==> src/design/tppr_pkg.sv <==
// shared types, codes and defaults for the tactile pin pattern ramp unit
`default_nettype none

package tppr_pkg;

  localparam int PINS_X_DEF       = 8;
  localparam int PINS_Y_DEF       = 8;
  localparam int PRESS_LEVELS_DEF = 4;

  localparam int ONE_Q14 = 16384;
  localparam int ROW_W   = 4;
  localparam int COL_W   = 4;
  localparam int STEP_W  = 6;
  localparam int CFG_IDX_W  = 2;
  localparam int CFG_DATA_W = 4;

  typedef enum logic [1:0] {
    MODE_LOAD  = 2'd0,
    MODE_EMIT  = 2'd1,
    MODE_OFF   = 2'd2,
    MODE_CLEAR = 2'd3
  } mode_t;

  typedef enum logic [1:0] {
    KIND_SLIP  = 2'd0,
    KIND_ROLL  = 2'd1,
    KIND_PRESS = 2'd2,
    KIND_NONE  = 2'd3
  } kind_t;

  typedef enum logic [CFG_IDX_W-1:0] {
    CFG_KIND = 2'd0,
    CFG_ROW  = 2'd1,
    CFG_DIR  = 2'd2,
    CFG_SPARE = 2'd3
  } cfg_reg_t;

  typedef struct packed {
    kind_t                    kind;
    logic                     all_rows;
    logic [ROW_W-1:0]         row;
    logic signed [STEP_W-1:0] step;
  } frame_desc_t;

  localparam frame_desc_t ZERO_DESC = '{kind: KIND_NONE, all_rows: 1'b0,
                                        row: '0, step: '0};

  typedef struct packed {
    logic load_step;
    logic ramp_off;
    logic hard_zero;
    logic emit_start;
    logic issue;
  } tppr_cmd_t;

  typedef struct packed {
    logic last_pin;
    logic pipe_busy;
  } tppr_stat_t;

endpackage

`default_nettype wire

==> src/design/tppr_pattern.sv <==
// pin level of one frame description at a given row and column
`default_nettype none

module tppr_pattern import tppr_pkg::*; #(
  parameter int PINS_X       = PINS_X_DEF,
  parameter int PRESS_LEVELS = PRESS_LEVELS_DEF
) (
  input  frame_desc_t        desc,
  input  logic [ROW_W-1:0]   row,
  input  logic [COL_W-1:0]   col,
  output logic signed [15:0] value
);

  localparam int LW = (PRESS_LEVELS > 0) ? $clog2(PRESS_LEVELS + 1) : 1;
  localparam logic signed [6:0] P_S   = 7'(PRESS_LEVELS);
  localparam logic signed [6:0] LOW_S = 7'(2 * PRESS_LEVELS - 1 - PINS_X);
  localparam logic signed [15:0] POS_ONE = 16'(ONE_Q14);
  localparam logic signed [15:0] NEG_ONE = -16'(ONE_Q14);

  logic [15:0] mag_tab [0:PRESS_LEVELS];

  genvar g;
  generate
    for (g = 0; g <= PRESS_LEVELS; g++) begin : g_mag
      assign mag_tab[g] = 16'((g * ONE_Q14) / PRESS_LEVELS);
    end
  endgenerate

  logic signed [6:0]  col_s;
  logic signed [6:0]  s_s;
  logic signed [6:0]  s1;
  logic signed [6:0]  f;
  logic signed [6:0]  lv;
  logic signed [6:0]  abs_l;
  logic               hit;
  logic               neg;
  logic               flip;
  logic signed [15:0] m;
  logic signed [15:0] press_v;
  logic               in_row;

  assign col_s  = $signed({3'b000, col});
  assign s_s    = $signed({desc.step[STEP_W-1], desc.step});
  assign s1     = s_s + 7'sd1;
  assign in_row = desc.all_rows || (desc.row == row);

  always_comb begin
    f   = '0;
    hit = 1'b0;
    neg = 1'b0;
    if (col_s >= P_S) begin
      f   = col_s - P_S;
      hit = 1'b1;
    end else if (col_s > LOW_S) begin
      f   = P_S - 7'sd1 - col_s;
      hit = 1'b1;
      neg = 1'b1;
    end
    lv = f + 7'sd1;
    if (s1 < lv) lv = s1;
    if (lv > P_S) lv = P_S;
    if (lv < -P_S) lv = -P_S;
    abs_l = (lv < 0) ? -lv : lv;
    flip  = (lv < 0) ^ neg;
    m     = $signed(mag_tab[abs_l[LW-1:0]]);
    press_v = hit ? (flip ? -m : m) : 16'sd0;
  end

  always_comb begin
    value = '0;
    if (in_row) begin
      unique case (desc.kind)
        KIND_SLIP:  value = (col_s <= s_s) ? NEG_ONE : POS_ONE;
        KIND_ROLL: begin
          if (col_s < s1) value = NEG_ONE;
          else if (col_s > s1) value = POS_ONE;
          else value = '0;
        end
        KIND_PRESS: value = press_v;
        KIND_NONE:  value = '0;
        default:    value = '0;
      endcase
    end
  end

endmodule

`default_nettype wire

==> src/design/tppr_ctrl.sv <==
// command decode and pin walk controller
`default_nettype none

module tppr_ctrl import tppr_pkg::*; (
  input  logic       clk,
  input  logic       rst_n,
  input  logic       start,
  input  logic [1:0] in_mode,
  input  tppr_stat_t stat,
  output tppr_cmd_t  cmd,
  output logic       busy
);

  typedef enum logic [2:0] {
    ST_IDLE  = 3'b001,
    ST_WALK  = 3'b010,
    ST_DRAIN = 3'b100
  } state_t;

  state_t state_r, state_nxt;
  logic   accept;
  mode_t  mode;

  assign mode   = mode_t'(in_mode);
  assign accept = start && (state_r == ST_IDLE);
  assign busy   = (state_r != ST_IDLE);

  always_comb begin
    cmd            = '0;
    cmd.load_step  = accept && (mode == MODE_LOAD);
    cmd.ramp_off   = accept && (mode == MODE_OFF);
    cmd.hard_zero  = accept && (mode == MODE_CLEAR);
    cmd.emit_start = accept && ((mode == MODE_EMIT) || (mode == MODE_CLEAR));
    cmd.issue      = (state_r == ST_WALK);
  end

  always_comb begin
    state_nxt = state_r;
    unique case (state_r)
      ST_IDLE:  if (cmd.emit_start) state_nxt = ST_WALK;
      ST_WALK:  if (stat.last_pin) state_nxt = ST_DRAIN;
      ST_DRAIN: if (!stat.pipe_busy) state_nxt = ST_IDLE;
      default:  state_nxt = ST_IDLE;
    endcase
  end

  always_ff @(posedge clk) begin
    if (!rst_n) begin
      state_r <= ST_IDLE;
    end else begin
      state_r <= state_nxt;
    end
  end

endmodule

`default_nettype wire

==> src/design/tppr_datapath.sv <==
// config registers, frame descriptions, pin counters and interpolation pipeline
`default_nettype none

module tppr_datapath import tppr_pkg::*; #(
  parameter int PINS_X       = PINS_X_DEF,
  parameter int PINS_Y       = PINS_Y_DEF,
  parameter int PRESS_LEVELS = PRESS_LEVELS_DEF
) (
  input  logic                  clk,
  input  logic                  rst_n,
  input  tppr_cmd_t             cmd,
  output tppr_stat_t            stat,
  input  logic [2:0]            in_step_index,
  input  logic [16:0]           in_fraction,
  input  logic                  cfg_valid,
  input  logic [CFG_IDX_W-1:0]  cfg_index,
  input  logic [CFG_DATA_W-1:0] cfg_data,
  output logic                  out_valid,
  output logic [5:0]            out_pin_index,
  output logic signed [15:0]    out_pin_value,
  output logic                  out_frame_end
);

  localparam int NPINS = PINS_X * PINS_Y;
  localparam int PW = $clog2(NPINS);
  localparam int RW = (PINS_Y > 1) ? $clog2(PINS_Y) : 1;
  localparam int CW = $clog2(PINS_X);

  kind_t       kind_r;
  logic [3:0]  row_sel_r;
  logic        dir_r;
  frame_desc_t tgt_r, prev_r, new_desc;
  logic [16:0] frac_r;

  logic [PW-1:0] pin_r;
  logic [RW-1:0] row_r;
  logic [CW-1:0] col_r;

  logic signed [15:0] tgt_v, prev_v;

  logic               v1_r, v2_r, out_valid_r;
  logic               last1_r, last2_r, last3_r;
  logic [PW-1:0]      idx1_r, idx2_r, idx3_r;
  logic signed [16:0] d1_r;
  logic signed [15:0] prev1_r, prev2_r, val3_r;
  logic signed [34:0] prod_r;
  logic signed [18:0] sum;
  logic [STEP_W-1:0]  step_ext;

  always_ff @(posedge clk) begin
    if (!rst_n) begin
      kind_r    <= KIND_NONE;
      row_sel_r <= '0;
      dir_r     <= 1'b0;
    end else if (cfg_valid) begin
      unique case (cfg_reg_t'(cfg_index))
        CFG_KIND:  kind_r    <= kind_t'(cfg_data[1:0]);
        CFG_ROW:   row_sel_r <= cfg_data;
        CFG_DIR:   dir_r     <= cfg_data[0];
        CFG_SPARE: ;
        default:   ;
      endcase
    end
  end

  // new target description from the registers and the step
  assign step_ext = {3'b000, in_step_index};

  always_comb begin
    new_desc          = ZERO_DESC;
    new_desc.kind     = kind_r;
    new_desc.all_rows = row_sel_r[3];
    if ({2'b00, row_sel_r[2:0]} > 5'(PINS_Y - 1)) new_desc.row = ROW_W'(PINS_Y - 1);
    else new_desc.row = {1'b0, row_sel_r[2:0]};
    new_desc.step = dir_r ? $signed(STEP_W'(PINS_X - 2) - step_ext) : $signed(step_ext);
  end

  always_ff @(posedge clk) begin
    if (!rst_n) begin
      tgt_r  <= ZERO_DESC;
      prev_r <= ZERO_DESC;
    end else begin
      if (cmd.load_step) begin
        prev_r <= tgt_r;
        tgt_r  <= new_desc;
      end else if (cmd.ramp_off) begin
        prev_r <= tgt_r;
        tgt_r  <= ZERO_DESC;
      end else if (cmd.hard_zero) begin
        prev_r <= ZERO_DESC;
        tgt_r  <= ZERO_DESC;
      end
    end
  end

  always_ff @(posedge clk) begin
    if (cmd.emit_start) begin
      frac_r <= (in_fraction[16] && (|in_fraction[15:0])) ? 17'h10000 : in_fraction;
    end
  end

  // pin walk counters
  always_ff @(posedge clk) begin
    if (!rst_n) begin
      pin_r <= '0;
      row_r <= '0;
      col_r <= '0;
    end else if (cmd.emit_start) begin
      pin_r <= '0;
      row_r <= '0;
      col_r <= '0;
    end else if (cmd.issue) begin
      pin_r <= pin_r + PW'(1);
      if (col_r == CW'(PINS_X - 1)) begin
        col_r <= '0;
        row_r <= row_r + RW'(1);
      end else begin
        col_r <= col_r + CW'(1);
      end
    end
  end

  tppr_pattern #(.PINS_X(PINS_X), .PRESS_LEVELS(PRESS_LEVELS)) u_tgt (
    .desc  (tgt_r),
    .row   (ROW_W'(row_r)),
    .col   (COL_W'(col_r)),
    .value (tgt_v)
  );

  tppr_pattern #(.PINS_X(PINS_X), .PRESS_LEVELS(PRESS_LEVELS)) u_prev (
    .desc  (prev_r),
    .row   (ROW_W'(row_r)),
    .col   (COL_W'(col_r)),
    .value (prev_v)
  );

  assign stat.last_pin  = (pin_r == PW'(NPINS - 1));
  assign stat.pipe_busy = v1_r || v2_r;

  // difference, product, sum
  always_ff @(posedge clk) begin
    if (!rst_n) begin
      v1_r        <= 1'b0;
      v2_r        <= 1'b0;
      out_valid_r <= 1'b0;
      last1_r     <= 1'b0;
      last2_r     <= 1'b0;
      last3_r     <= 1'b0;
    end else begin
      v1_r        <= cmd.issue;
      v2_r        <= v1_r;
      out_valid_r <= v2_r;
      last1_r     <= cmd.issue && stat.last_pin;
      last2_r     <= v1_r && last1_r;
      last3_r     <= v2_r && last2_r;
    end
  end

  assign sum = {{3{prev2_r[15]}}, prev2_r} + prod_r[34:16];

  always_ff @(posedge clk) begin
    d1_r    <= {tgt_v[15], tgt_v} - {prev_v[15], prev_v};
    prev1_r <= prev_v;
    idx1_r  <= pin_r;
    prod_r  <= d1_r * $signed({1'b0, frac_r});
    prev2_r <= prev1_r;
    idx2_r  <= idx1_r;
    val3_r  <= sum[15:0];
    idx3_r  <= idx2_r;
  end

  assign out_valid     = out_valid_r;
  assign out_pin_index = 6'(idx3_r);
  assign out_pin_value = val3_r;
  assign out_frame_end = last3_r;

endmodule

`default_nettype wire

==> src/design/tactile_pin_pattern_ramp_unit.sv <==
// top level of the tactile pin pattern ramp unit
//
// Commands enter on start/in_mode/in_step_index/in_fraction and are taken at a
// clock edge where start is high and busy is low. Load step and target to zero
// complete in the accept cycle and emit nothing; busy stays low. Emit frame and
// hard zero walk all PINS_X*PINS_Y pins, one pin per cycle, and produce one
// result transaction per pin on out_pin_index/out_pin_value/out_frame_end,
// each marked by out_valid for one cycle, out_frame_end on the last pin.
// Each result passes through the pin walk counter and the three stage
// difference/multiply/add pipeline, and a frame command keeps busy high
// until its last result is on the ports. The receiver cannot stall.
// Configuration writes on cfg_valid/cfg_index/cfg_data are always taken
// (cfg_ready is high) and must be made while busy is low.
// Reset clears both frames to zero, the pattern kind to none, the row select to
// row 0 and the direction to right; no clearing pass is needed.
`default_nettype none

module tactile_pin_pattern_ramp_unit import tppr_pkg::*; #(
  parameter int PINS_X       = PINS_X_DEF,
  parameter int PINS_Y       = PINS_Y_DEF,
  parameter int PRESS_LEVELS = PRESS_LEVELS_DEF
) (
  input  logic                  clk,
  input  logic                  rst_n,
  input  logic                  start,
  output logic                  busy,
  input  logic [1:0]            in_mode,
  input  logic [2:0]            in_step_index,
  input  logic [16:0]           in_fraction,
  output logic                  out_valid,
  output logic [5:0]            out_pin_index,
  output logic signed [15:0]    out_pin_value,
  output logic                  out_frame_end,
  input  logic                  cfg_valid,
  output logic                  cfg_ready,
  input  logic [CFG_IDX_W-1:0]  cfg_index,
  input  logic [CFG_DATA_W-1:0] cfg_data
);

  localparam int NPINS = PINS_X * PINS_Y;

  tppr_cmd_t  cmd;
  tppr_stat_t stat;

  assign cfg_ready = 1'b1;

  tppr_ctrl u_ctrl (
    .clk     (clk),
    .rst_n   (rst_n),
    .start   (start),
    .in_mode (in_mode),
    .stat    (stat),
    .cmd     (cmd),
    .busy    (busy)
  );

  tppr_datapath #(
    .PINS_X       (PINS_X),
    .PINS_Y       (PINS_Y),
    .PRESS_LEVELS (PRESS_LEVELS)
  ) u_dp (
    .clk           (clk),
    .rst_n         (rst_n),
    .cmd           (cmd),
    .stat          (stat),
    .in_step_index (in_step_index),
    .in_fraction   (in_fraction),
    .cfg_valid     (cfg_valid),
    .cfg_index     (cfg_index),
    .cfg_data      (cfg_data),
    .out_valid     (out_valid),
    .out_pin_index (out_pin_index),
    .out_pin_value (out_pin_value),
    .out_frame_end (out_frame_end)
  );

  a_out_while_busy: assert property (@(posedge clk) disable iff (!rst_n)
    out_valid |-> busy)
    else $error("result transaction outside a frame command");

  a_frame_end_last: assert property (@(posedge clk) disable iff (!rst_n)
    out_frame_end |-> (out_valid && (out_pin_index == 6'(NPINS - 1))))
    else $error("frame end not on the last pin");

  a_frame_cmd_busy: assert property (@(posedge clk) disable iff (!rst_n)
    (start && !busy && (in_mode == MODE_EMIT || in_mode == MODE_CLEAR)) |=> busy)
    else $error("frame command did not raise busy");

  a_silent_cmd_idle: assert property (@(posedge clk) disable iff (!rst_n)
    (start && !busy && (in_mode == MODE_LOAD || in_mode == MODE_OFF)) |=> !busy)
    else $error("silent command raised busy");

endmodule

`default_nettype wire
==> config.mk <==
export PLATFORM = sky130hd
export DESIGN_NAME = tactile_pin_pattern_ramp_unit
export DESIGN_NICKNAME = d
export VERILOG_FILES = /design/src/design/tppr_pkg.sv /design/src/design/tppr_pattern.sv /design/src/design/tppr_ctrl.sv /design/src/design/tppr_datapath.sv /design/src/design/tactile_pin_pattern_ramp_unit.sv
export SDC_FILE = /design/constraint.sdc
export NUM_CORES = 1
export LEC_CHECK = 0
export BUFFER_PORTS_ARGS = -buffer_cell sky130_fd_sc_hd__buf_2
export CORE_MARGIN = 2
export CORE_UTILIZATION = 60
export CTS_BUF_LIST = sky130_fd_sc_hd__clkbuf_8
export CTS_CLUSTER_SIZE = 40
export DETAILED_ROUTE_END_ITERATION = 10
export PLACE_DENSITY_LB_ADDON = 0.08
export SLEW_MARGIN = 10
export SYNTH_ARGS = -nofsm -noshare
export SYNTH_HDL_FRONTEND = slang
export SYNTH_SLANG_ARGS = --single-unit
==> constraint.sdc <==
create_clock -name clk -period 8.05 [get_ports clk]
set_input_delay 1.61 -clock clk [delete_from_list [all_inputs] [get_ports clk]]
set_output_delay 1.61 -clock clk [all_outputs]
set_load 0.01 [all_outputs]
# --- Yosys cells after proc, flatten, opt, wreduce, memory -nomap -nowiden ---
# Memory sizes are Yosys's and may differ from the RTL's.
# Index checks and enable logic that the tools add are counted.
op_classes:
  n_addsub: 15
  mul: 1
  magnitude_cmp: 18
  n_eq_ne: 22
  muxes: 43
  bitwise_logic: 5
  reduce_logical: 25
ops:
  columns: ["operator", "n"]
  rows:
  - ["$mux 16", 14]
  - ["$pmux 16 s4", 2]
  - ["$mux 13", 6]
  - ["$mux 7", 8]
  - ["$mul 17x18->32", 1]
  - ["$neg 16->16", 2]
  - ["$mux 15", 2]
  - ["$mux 3", 6]
  - ["$sub 16x16->17", 1]
  - ["$add 16x16->16", 1]
  - ["$reduce_or 16->1", 1]
  - ["$add 6x2->7 const B", 2]
  - ["$eq 2x2->1 const B", 7]
  - ["$gt 4x7->1", 2]
  - ["$gt 7x4->1 const B", 2]
  - ["$lt 4x7->1", 2]
  - ["$lt 7x1->1 const B", 2]
  - ["$lt 7x3->1 const B", 2]
  - ["$lt 7x7->1", 2]
  - ["$le 4x6->1", 2]
  - ["$logic_and 1x1->1", 9]
  - ["$pmux 3 s3", 1]
  - ["$eq 2x1->1 const B", 4]
  - ["$ge 4x4->1 const B", 2]
  - ["28 further kinds", 46]
totals:
  reg_bits: 185
  romBits: 256
  inputBits: 32
  output_inout_bits: 26
  word_cells: 161
  n_memories: 2
memory_table:
  columns: ["name", "words", "width", "read_ports", "rd_ports_with_merged_regs", "write_ports", "line", "rtl"]
  rows:
  - ["(name not given)", 8, 16, 1, 0, 0, "tppr_pattern.sv:65", "m = $signed(mag_tab[abs_l[LW-1:0]]);"]
  - ["(name not given)", 8, 16, 1, 0, 0, "tppr_pattern.sv:65", null]

# --- Depth between registers and ports, before layout ---
logic_depth:
  depth_word: 22
  mapped_depth: 28
  mapped_depth_nobuf: 27

# --- Cells and area by module ---
# A second synthesis with hierarchy kept.
hier_totals:
  cells_unflattened: 1980
  area_unflattened_um2: 18226.2
modules_own_cells:
  columns: ["mod", "instances", "cells_each", "area_per_inst_um2", "seq_area_each_um2"]
  rows:
  - ["tppr_datapath", 1, 1578, 15119.5, 3393.3]
  - ["tppr_pattern", 2, 190, 1445.1, 0.0]
  - ["tppr_ctrl", 1, 20, 205.2, 60.1]
  - ["tactile_pin_pattern_ramp_unit", 1, 2, 11.3, 0.0]

# --- Least setup slack after synthesis ---
# Ideal clock, no wire load.
synth_timing:
  path_kind: "register to register"
  startpoint: "register u_dp.col_r[2]"
  endpoint: "register u_dp.d1_r[16]"
  setup_ps: 72
  arrival_ps: 5000
  required_time_ps: 7978
  slack_ps: 2978
  path_stages_with_launch: 28
  n_path_buf: 1
  synth_period_minus_slack_ps: 5072
  path_cell_list: "dfxtp_1 buf_2 and3_1 nor2_1 ha_1 ha_1 o21a_1 o31ai_4 a41oi_4 or4_1 ha_1 inv_1 o21ai_0 nor3_1 a21oi_1 ha_1 nor2_1 xor2_2 nand2b_1 ha_1 nand2_1 a21o_1 ha_1 o21a_1 o21a_1 nor2_1 nand2_1 mux2i_1"
synth_via:
  elab_chain_cells: 22
  word_cells_on_any_way: 61
  cone_classes: "8 x add/sub; 16 x order compare; 31 x mux; 4 x bitwise; 2 x memory"
synth_rtl:
  columns: ["item", "line", "rtl"]
  rows:
  - ["start: declaration", "tppr_datapath.sv:37", "logic [CW-1:0] col_r;"]
  - ["start signal: assignment", "tppr_datapath.sv:118", "col_r <= col_r + CW'(1);"]
  - ["$gt 4x1->1 / $sub 2x3->4 (equally long branches)", "tppr_pattern.sv:54, tppr_pattern.sv:55", null]
  - ["$mux 7", "tppr_pattern.sv:54", "end else if (col_s > LOW_S) begin"]
  - ["$mux 7", "tppr_pattern.sv:51", "if (col_s >= P_S) begin"]
  - ["$add 7x2->7", "tppr_pattern.sv:59", "lv = f + 7'sd1;"]
  - ["$lt 7x7->1", "tppr_pattern.sv:60", "if (s1 < lv) lv = s1;"]
  - ["$mux 7", "tppr_pattern.sv:60", null]
  - ["$gt 7x4->1", "tppr_pattern.sv:61", "if (lv > P_S) lv = P_S;"]
  - ["$mux 7", "tppr_pattern.sv:61", null]
  - ["(+4 left out)", null, null]
  - ["$not 3->4 (implied by the code)", "tppr_pattern.sv:65", null]
  - ["$mem_v2 8x16", null, null]
  - ["$mux 16 (implied by the code) (2 in a row)", "tppr_pattern.sv:65", null]
  - ["$neg 16->16", "tppr_pattern.sv:66", "press_v = hit ? (flip ? -m : m) : 16'sd0;"]
  - ["$mux 16 (2 in a row)", "tppr_pattern.sv:66", null]
  - ["$pmux 16 s4", "tppr_pattern.sv:72", "unique case (desc.kind)"]
  - ["$mux 16", "tppr_pattern.sv:71", "if (in_row) begin"]
  - ["$sub 16x16->17 *", "tppr_datapath.sv:162", "d1_r <= {tgt_v[15], tgt_v} - {prev_v[15], prev_v};"]
  - ["end signal: assignment", "tppr_datapath.sv:162", null]
  - ["end: declaration", "tppr_datapath.sv:44", "logic signed [16:0] d1_r;"]
# Mark *: on every way between the ends. The rest lies on a longest branch, timed or not. The select of a mux whose other input is x is not followed.
# A chain may end at the register's enable or synchronous reset.

# --- Worst setup path in the final report ---
# Ends and elaborated chain as after synthesis.

==> impl_metrics.ini <==
[critical_path]
cp.arrival_ns = 6.13
worstSetupStartpointType = register
startpoint = u_dp.col_r[2]$_SDFFE_PP0P_
rr_startpoint = u_dp.col_r[2]$_SDFFE_PP0P_
cp-end-kind = register
path_max_fanout = 12
critPathRequiredTime_ns = 8.43
crit_type = register to register

[power]
power.internal_mw = 0.9953
peakVddDrop_mv = 0.1123
p_per_area_mw_per_mm2 = 151.5
combPwrFrac = 0.109
pwr-share-clk = 0.396
power_leakage_nw = 4.449
sequentialPowerShare = 0.495
power.switching_mw = 0.3902
switching_share = 0.2816

[route]
vias = 5795
drt_first_pass_iters = 5
drt-total-wl_mm = 15.58
vias_per_cell = 5.371
drtAntennaViolNets = 0
drc = 0
drt-initial-drc-count = 276
detail_route.wl_per_cell_um = 14.44

[finish]
fillerInstances = 1119
nNetsFinal = 1083
syn_to_final_growth_pct = 10.01
diodes = 0
drive_above_1_share = 0.1101
fin_cells = 1079
final_design_area_no_fill_mm2 = 0.009144

[timing]
hold_viol = 0
setup_viol = 0
period_needed_ns = 5.747
relSlewSlack = 0.2797
rsz0062_at_grt = no
setup_tns_ns = 0
clock_skew_ns = 0.01327
hold_ws_ns = 0.3208
tightestPinTransition_ns = 1.076
fin_crit_sh = 0.7140
final_max_slew_viol_count = 0
fmax_mhz = 174.0

[floorplan]
num_rows = 43
io_pins = 58
initial_core_util = 0.6058
die_w_um = 121.7
fp.coreArea_mm2 = 0.01372
die_area_mm2 = 0.01481
fp.dieH_um = 121.7

[placement]
place_hpwl_mm = 12.32
placed_cells = 1047
place_congestion = 0.8992
port_buffers = 56
post_dp_cell_area_mm2 = 0.008751

[global_route]
grt_pass1_vias = 5834
grtUsageTotal = 0.2299
grtUsageMet1 = 0.3097
busiest_layer = met2
grt_max_degree = 37
grt_pass1_wl_mm = 26.87
overflow = 0
antenna_found_initial = 0
met3_usage = 0.05103
gr-usage-met2 = 0.3715

[cts]
insertion_delay_ns = 0.46
postCtsSetupBuffers = 0
h-tree-depth = 4
cts-root-buf = clkbuf_8
cts_tree = done
clk_path_buf_depth = 2
path_clk_slew_ns = 0.09
hold_buffers = 0
clkSinkCount = 128
cts_buffers = 17
post_cts_resized = 0

[flow_run]
drv_cap = 0

[synth]
ys_warn_count = 0
syn-num-nets = 1025
syn_area_mm2 = 0.008312
postSynthAreaPerCell_um2 = 10.04
synth-compound-area-share = 0.09845
synth_top_family_by_area = adder cells
synth-adder-area-share = 0.2908
seq_area_frac_synth = 0.3288
syn_inst = 828
yosys.area_share.simple = 0.1668
synth_cell_types = 58
synth-seq-cells = 128
synth_xor_area_frac = 0.05540
ys.flop_type = dfxtp_1
async_reset_ff_frac = 0
synthMuxAreaShare = 0.01686
synth_edf_count = 17

[status]
status = complete, no violations

[min_path]
min-delay-path-class = register to register
holdCritStartpoint = u_dp.prod_r[27]$_DFF_P_
worst paths after layout:
path,endpoint,slack (ns),depth (start not counted)
hold / removal,u_dp.out_pin_value[11]$_DFF_P_,0.32,0
setup / recovery,u_dp.d1_r[16]$_DFF_P_,2.30,26
setup reg to reg,u_dp.d1_r[16]$_DFF_P_,2.30,26
hold reg to reg,u_dp.out_pin_value[11]$_DFF_P_,0.32,0
metal layers:
metal | part of all wire | wire length (um)
met2 | 0.46 | 7208
met4 | 0.015 | 226
met5 | 0 | 0
met3 | 0.040 | 627
met1 | 0.48 | 7516
cell families after synthesis:
kind of cell | count (synthesis)
AND/OR/NAND/NOR | 260
adder cells (fa/ha/maj) | 165
flip-flops | 128
AO/OA/AOI/OAI | 118
buffers and inverters | 91
XOR/XNOR | 50
multiplexers | 14
other | 2
power by group through the flow:
stage	Combinational [mW]	Sequential [mW]	Clock, mW
CTS	0.152	0.686	0.561
finish	0.151	0.686	0.549
floorplan	0.110	0.695	0
global route	0.172	0.689	0.594
global placement	0.145	0.699	0
detailed placement	0.150	0.700	0
stage by stage:
stage                     worst slack [ns]  utilization  power [mW]
after floorplan                      2.978            -      0.8051
after global placement               2.636       0.6378      0.8437
after detailed placement             2.340       0.6378      0.8503
after CTS                            2.295       0.6665       1.398
after global routing                 1.860       0.6665       1.455
final                                2.303       0.6665       1.385
cell type report:
class	instances	area, um^2	share of cell area
clock inverters	14	145.1	0.01587
multi-input cells	609	5235	0.5725
inverters	74	277.8	0.03038
well taps	180	225.2	0.02463
repair buffers	56	280.3	0.03065
clock buffers	18	247.7	0.02709
flip-flops and latches	128	2733	0.2989
flip-flops by register name (all words and copies together), names as in the netlist, 5 cells and up:
name                flops
u_dp.d1_r               5
u_dp.frac_r            17
u_dp.idx1_r             6
u_dp.idx2_r             6
u_dp.out_pin_index      6
u_dp.out_pin_value     16
u_dp.pin_r              6
u_dp.prev_r            10
u_dp.prod_r            16
u_dp.tgt_r             10
cell usage in the layout, fill, tap and decap left out, types with 16 or more instances in the layout:
cell	instances
ha_1	118
dfxtp_1	111
inv_1	71
buf_2	56
nor2b_1	50
nand2_1	50
nor2_1	47
fa_1	47
and2_1	46
xnor2_1	33
a21oi_1	32
nand2b_1	19
clkbuf_8	18
edfxtp_1	17
a22oi_1	16
Yosys cell counts, types with 6 or more instances:
master	n	area, um^2
mux2i_1	14	140.1
xnor2_1	33	289.0
clkbuf_1	13	48.80
a22oi_1	16	120.1
dfxtp_1	111	2222
nor2b_1	50	312.8
o21ai_0	8	40.04
and2_1	46	287.8
a21oi_1	32	160.2
o22ai_1	6	37.54
nand2_1	50	187.7
nor2_1	47	176.4
a21o_1	9	67.56
nand3_1	12	60.06
inv_1	71	266.5
ha_1	118	1476
fa_1	47	940.9
a31oi_1	6	37.54
o21ai_1	7	35.03
nand2b_1	19	118.9
o21a_1	9	67.56
and3_1	9	56.30
edfxtp_1	17	510.5
xor2_1	14	122.6
worst max-delay path: stages, from the launching register on:
cell and delay, ns:
dfxtp_1 0.71, and3_1 0.24, nor2_1 0.05, ha_1 0.35, ha_1 0.31, o21a_1 0.13
o31ai_4 0.07, a41oi_4 0.21, or4_1 0.46, ha_1 0.34, inv_1 0.12, o21ai_0 0.10
nor3_1 0.19, a21oi_1 0.10, ha_1 0.21, nor2_1 0.17, xor2_2 0.28, nand2b_1 0.15
ha_1 0.29, nand2_1 0.06, a21o_1 0.17, ha_1 0.30, o21a_1 0.13, o21a_1 0.18
nor2_1 0.15, nand2_1 0.07, mux2i_1 0.13
(Power assumes the default switching activity.)
